<file path="config.mk">
export PLATFORM = sky130hd
export DESIGN_NAME = gcs_isqrt
export DESIGN_NICKNAME = d
export VERILOG_FILES = /design/src/sv/gcs_pkg.sv /design/src/sv/gcs_isqrt.sv
export SDC_FILE = /design/constraint.sdc
export NUM_CORES = 1
export LEC_CHECK = 0
export ABC_AREA = 0
export BUFFER_PORTS_ARGS = -buffer_cell sky130_fd_sc_hd__buf_2
export CORE_ASPECT_RATIO = 1.75
export CORE_MARGIN = 1
export CORE_UTILIZATION = 55
export CTS_BUF_LIST = sky130_fd_sc_hd__clkbuf_4 sky130_fd_sc_hd__clkbuf_8
export CTS_CLUSTER_SIZE = 10
export DETAILED_ROUTE_END_ITERATION = 10
export GPL_TIMING_DRIVEN = 0
export PLACE_DENSITY = 0.71
export SYNTH_ARGS = -nofsm -noshare
export SYNTH_HDL_FRONTEND = slang
export SYNTH_SLANG_ARGS = --single-unit
</file>
<file path="constraint.sdc">
create_clock -name clk_i -period 11.5 [get_ports clk_i]
set_input_delay 1.15 -clock clk_i [delete_from_list [all_inputs] [get_ports clk_i]]
set_output_delay 1.15 -clock clk_i [all_outputs]
set_load 0.1 [all_outputs]
</file>
<file path="src/sv/gcs_pkg.sv">
`timescale 1ns / 1ps
// shared types, widths and constants of the great-circle scan
// no dependencies
package gcs_pkg;

  localparam int LatW  = 28;
  localparam int LonW  = 29;
  localparam int DistW = 25;
  localparam int NumW  = 16;
  localparam int CfgIdxW  = 2;
  localparam int CfgDataW = 32;
  localparam int CW    = 36;   // cordic datapath width
  localparam int MW    = 33;   // multiplier operand width
  localparam int SqW   = 61;   // radicand width

  localparam logic [CfgIdxW-1:0] CFG_QUERY_LAT = 2'd0;
  localparam logic [CfgIdxW-1:0] CFG_QUERY_LON = 2'd1;
  localparam logic [CfgIdxW-1:0] CFG_RADIUS    = 2'd2;

  localparam int LAT_MAX = 90000000;
  localparam int LON_MAX = 180000000;
  localparam logic [30:0] CONV_Q56 = 31'd1257642267;
  localparam logic signed [CW-1:0] KINV_Q30 = 36'sd652032874;
  localparam logic [23:0] DIAM_M = 24'd12742000;
  localparam logic [30:0] ONE_Q30 = 31'h4000_0000;

  typedef logic signed [CW-1:0] cval_t;

  typedef struct packed {
    logic       valid;
    logic       vec;
    logic [1:0] tag;
    cval_t      x;
    cval_t      y;
    cval_t      z;
  } cordic_t;

  function automatic cval_t atan_q30(input int i);
    cval_t r;
    case (i)
      0:  r = 36'sd843314857;
      1:  r = 36'sd497837829;
      2:  r = 36'sd263043837;
      3:  r = 36'sd133525159;
      4:  r = 36'sd67021687;
      5:  r = 36'sd33543516;
      6:  r = 36'sd16775851;
      7:  r = 36'sd8388437;
      8:  r = 36'sd4194283;
      9:  r = 36'sd2097149;
      10: r = 36'sd1048576;
      default: begin
        if (i <= 30) r = cval_t'(36'sd1 <<< (30 - i));
        else r = '0;
      end
    endcase
    return r;
  endfunction

  function automatic logic signed [LatW-1:0] sat_lat(input logic signed [LatW-1:0] v);
    logic signed [LatW-1:0] r;
    if (v > LAT_MAX) r = LatW'(LAT_MAX);
    else if (v < -LAT_MAX) r = LatW'(-LAT_MAX);
    else r = v;
    return r;
  endfunction

  function automatic logic signed [LonW-1:0] sat_lon(input logic signed [LonW-1:0] v);
    logic signed [LonW-1:0] r;
    if (v > LON_MAX) r = LonW'(LON_MAX);
    else if (v < -LON_MAX) r = LonW'(-LON_MAX);
    else r = v;
    return r;
  endfunction

endpackage

</file>
<file path="src/sv/gcs_isqrt.sv">
`timescale 1ns / 1ps
// integer square root, one digit per cycle
// depends on gcs_pkg
module gcs_isqrt (
  input  logic                      clk_i,
  input  logic                      rst_ni,
  input  logic                      start_i,
  input  logic [gcs_pkg::SqW-1:0]   n_i,
  output logic                      done_o,
  output logic [30:0]               root_o
);
  import gcs_pkg::*;

  logic           busy_q;
  logic [SqW:0]   rem_q, rem_d;
  logic [SqW:0]   root_q, root_d;
  logic [SqW-1:0] bit_q;
  logic [SqW:0]   trial;
  logic           ge;

  always_comb begin
    trial  = root_q + {1'b0, bit_q};
    ge     = rem_q >= trial;
    rem_d  = rem_q;
    root_d = root_q >> 1;
    if (ge) begin
      rem_d  = rem_q - trial;
      root_d = (root_q >> 1) + {1'b0, bit_q};
    end
  end

  always_ff @(posedge clk_i or negedge rst_ni) begin
    if (!rst_ni) begin
      busy_q <= 1'b0;
    end else if (start_i) begin
      busy_q <= 1'b1;
    end else if (busy_q && bit_q[0]) begin
      busy_q <= 1'b0;
    end
  end

  always_ff @(posedge clk_i) begin
    if (start_i) begin
      rem_q  <= {1'b0, n_i};
      root_q <= '0;
      bit_q  <= {1'b1, {(SqW-1){1'b0}}};
    end else if (busy_q) begin
      rem_q  <= rem_d;
      root_q <= root_d;
      bit_q  <= bit_q >> 2;
    end
  end

  assign done_o = busy_q & bit_q[0];
  assign root_o = root_d[30:0];
endmodule

</file>
==> metrics <==
Slew HR=10.7%; Pleak=between 0.007 and 0.008 µW; Post-Place Cells=~2.5k; crit path time final=slightly below 9000 ps; Post-synth top flop=dfxtp_1; number of global-route vias before repair=16.1k; Routed WL=about 59 mm; Syn Inst Count=2016; CTS tree=yes; Avg WL per Cell=between 20 and 25 µm; final setup fails=0; met3 usage=between 7 and 8%; GR Util All Layers=between 40% and 50%; busiest grt layer=met2; CTS Buf Count=17; clock sink total=between 150 and 200; fin crit share=between 70% and 80%; Post-Syn Nets=2207; most common cell after layout, fill and taps aside=nand2_1; Pre-Repair DR Iteration Count=5; Die W=between 100 and 150 µm; Overflow after GRT=0; DRC=0; hpwl dp=between 40 and 50 mm; Yosys reg bits=between 150 and 200; flop2flop setup slack=3940 ps; vias post-DR=about 16k; Max Clk Rate=between 0.1 and 0.15 GHz; die area=a little under 30000 µm²; initial core utilization=56.2%; met1 Use GR=approximately two fifths; Post-synth EDFFs=~60; grt met2 use=approximately 72%; Netlist cell types=94; Seq/Total Area, Yosys=23.8%; final hold violations=0; root buffer cell=clkbuf_8; CTS clk-pin slew, worst paths=approximately 100 ps; Core Region=28000 µm²; Final Worst Setup Slack=around 2600 ps; placer congestion estimate=~1.0; CP max FO=10; DR vias/cell=~6.5; hold buffer count at cts=0; power density over cell area=between 200 and 300 nW/µm²; data arrival time of the critical path=slightly below 8000 ps; most frequent cells in the layout=nand2_1, o21ai_0, nor2_1, a21oi_1, ha_1; Finished Layout Cells=about 2.5k; Setup Crit Path Kind=reg2out; DR iter-0 viols=1105; HP Class=in2async; max_cap viols=0; Mapped Area=15700 µm²; cts repair resizes=0; Area contributors post-synth=dfxtp_1, edfxtp_1, ha_1; antenna-violating nets left=0; Syn. warnings=0; Synth area leader=dfxtp_1; RSZ-0062 raised after global routing=false; worst skew pair latency=530 ps; Worst Setup Start Kind=flop; share of layout cells above drive strength 1=12.9%; postcts setup bufs=0; pin count of the biggest net entering global routing=26; Peak VDD IR=between 0.7 and 0.8 mV; Ant. Diodes=0; Die Span Y=226 µm; fin. max-slew vios=0; Worst Setup End Kind=output pin; global-route wire length before repair=between 80 and 90 mm; num ports=96; Synth top area share=12.0%; initial antenna violation count=0; run status=finished, final reports clean; asr flop ratio synth=less than 1%; Final nets=around 2.3k; Avg Cell Area, Syn=7.79 µm²; pre-CTS setup slack=3610 ps; critical path required time=10350 ps; Area Overhead vs Synth=8.94%; H-tree levels=4; Buffers on Ports=94; CTS max path bufs=2; measured slew at the worst slew-check pin=~1300 ps; clock skew=roughly 17 ps; # rows=a little over 80
-- layer usage --
layer / share of wire, % / wire length (µm)
met1: 35 / 20300
met2: 50 / 29400
met3: 6.4 / 3760
met4: 9.1 / 5380
met5: 0 / 0
-- logic make-up after synthesis --
kind of cell               share of synthesized area, %
AOI/OAI and AO/OA                                  28.5
xor gates and xnor gates                           8.03
adders and majority gates                          10.2
buffers and inverters                              6.40
DFF                                                23.8
muxes                                              3.00
and+or+nand+nor                                    20.1
-- Yosys cell counts, drive strengths merged (63+ instances only) --
library cell / number
ha: 126
nand4: 65
dfxtp: 94
o21ai: 170
clkbuf: 83
buf: 73
xor2: 67
nand2: 226
xnor2: 77
nor2: 159
a21oi: 134
inv: 63
-- where the power goes --
| part | total, µW | switching [µW] | internal [µW] |
|---|---|---|---|
| combinational | 3530 | 2430 | 1100 |
| sequential | 925 | 118 | 807 |
| clock | 464 | 255 | 210 |
| total | 4920 | 2800 | 2120 |
-- final timing paths --
check                            from          to  cells past startpoint
max                        root_q[14]  root_o[29]                     22
min                            rst_ni      busy_q                      1
max reg2reg                root_q[14]   rem_q[39]                     23
min reg2reg                root_q[61]  root_q[60]                      2
max in group asynchronous      rst_ni      busy_q                      1
min in group clk_i         root_q[61]  root_q[60]                      2
-- metrics by stage --
step | hold WS, ps | setup TNS, ps | instance area (µm²) | power [µW] | util (%)
4_1_cts | 361 | 0 | 17100 | 4860 | 61.2
3_3_place_gp | 477 | -122820 | 16600 | 4370 | 59.5
5_1_grt | 368 | 0 | 17100 | 5180 | 61.2
3_5_place_dp | 490 | 0 | 16700 | 4390 | 59.7
2_1_floorplan | 464 | 0 | 15700 | 3540 | -
6_report | 371 | 0 | 17100 | 4920 | 61.2
-- registers in the layout (all words and copies together) (netlist names) --
name / count
rem_q: 62
busy_q: 1
bit_q: 31
root_q: 62
-- critical path: stages, from the launching register on --
cell and delay [ps]:
dfxtp_1 430, ha_1 430, nand2_1 90, nor3_1 460, nand3_1 170, o41a_1 450
a21oi_1 250, o21ai_0 210, a21oi_1 400, o21ai_0 160, a21o_1 300, ha_1 320
clkbuf_1 300, nand4_1 360, nor2_1 250, nand4_1 170, o21ai_1 230, a41o_1 530
clkbuf_1 460, o211ai_1 190, xnor2_1 440, buf_4 190, buf_2 410
-- cell type report --
| type | count | area, µm² |
|---|---|---|
| Buffer | 156 | 768 |
| Clock buffer | 19 | 262 |
| Clock inverter | 13 | 154 |
| Fill cell | 2721 | 10900 |
| Inverter | 63 | 236 |
| Multi-Input combinational cell | 1641 | 11000 |
| Sequential cell | 156 | 3740 |
| Tap cell | 373 | 467 |
| Timing Repair Buffer | 96 | 510 |
(Power assumes the default switching activity.)
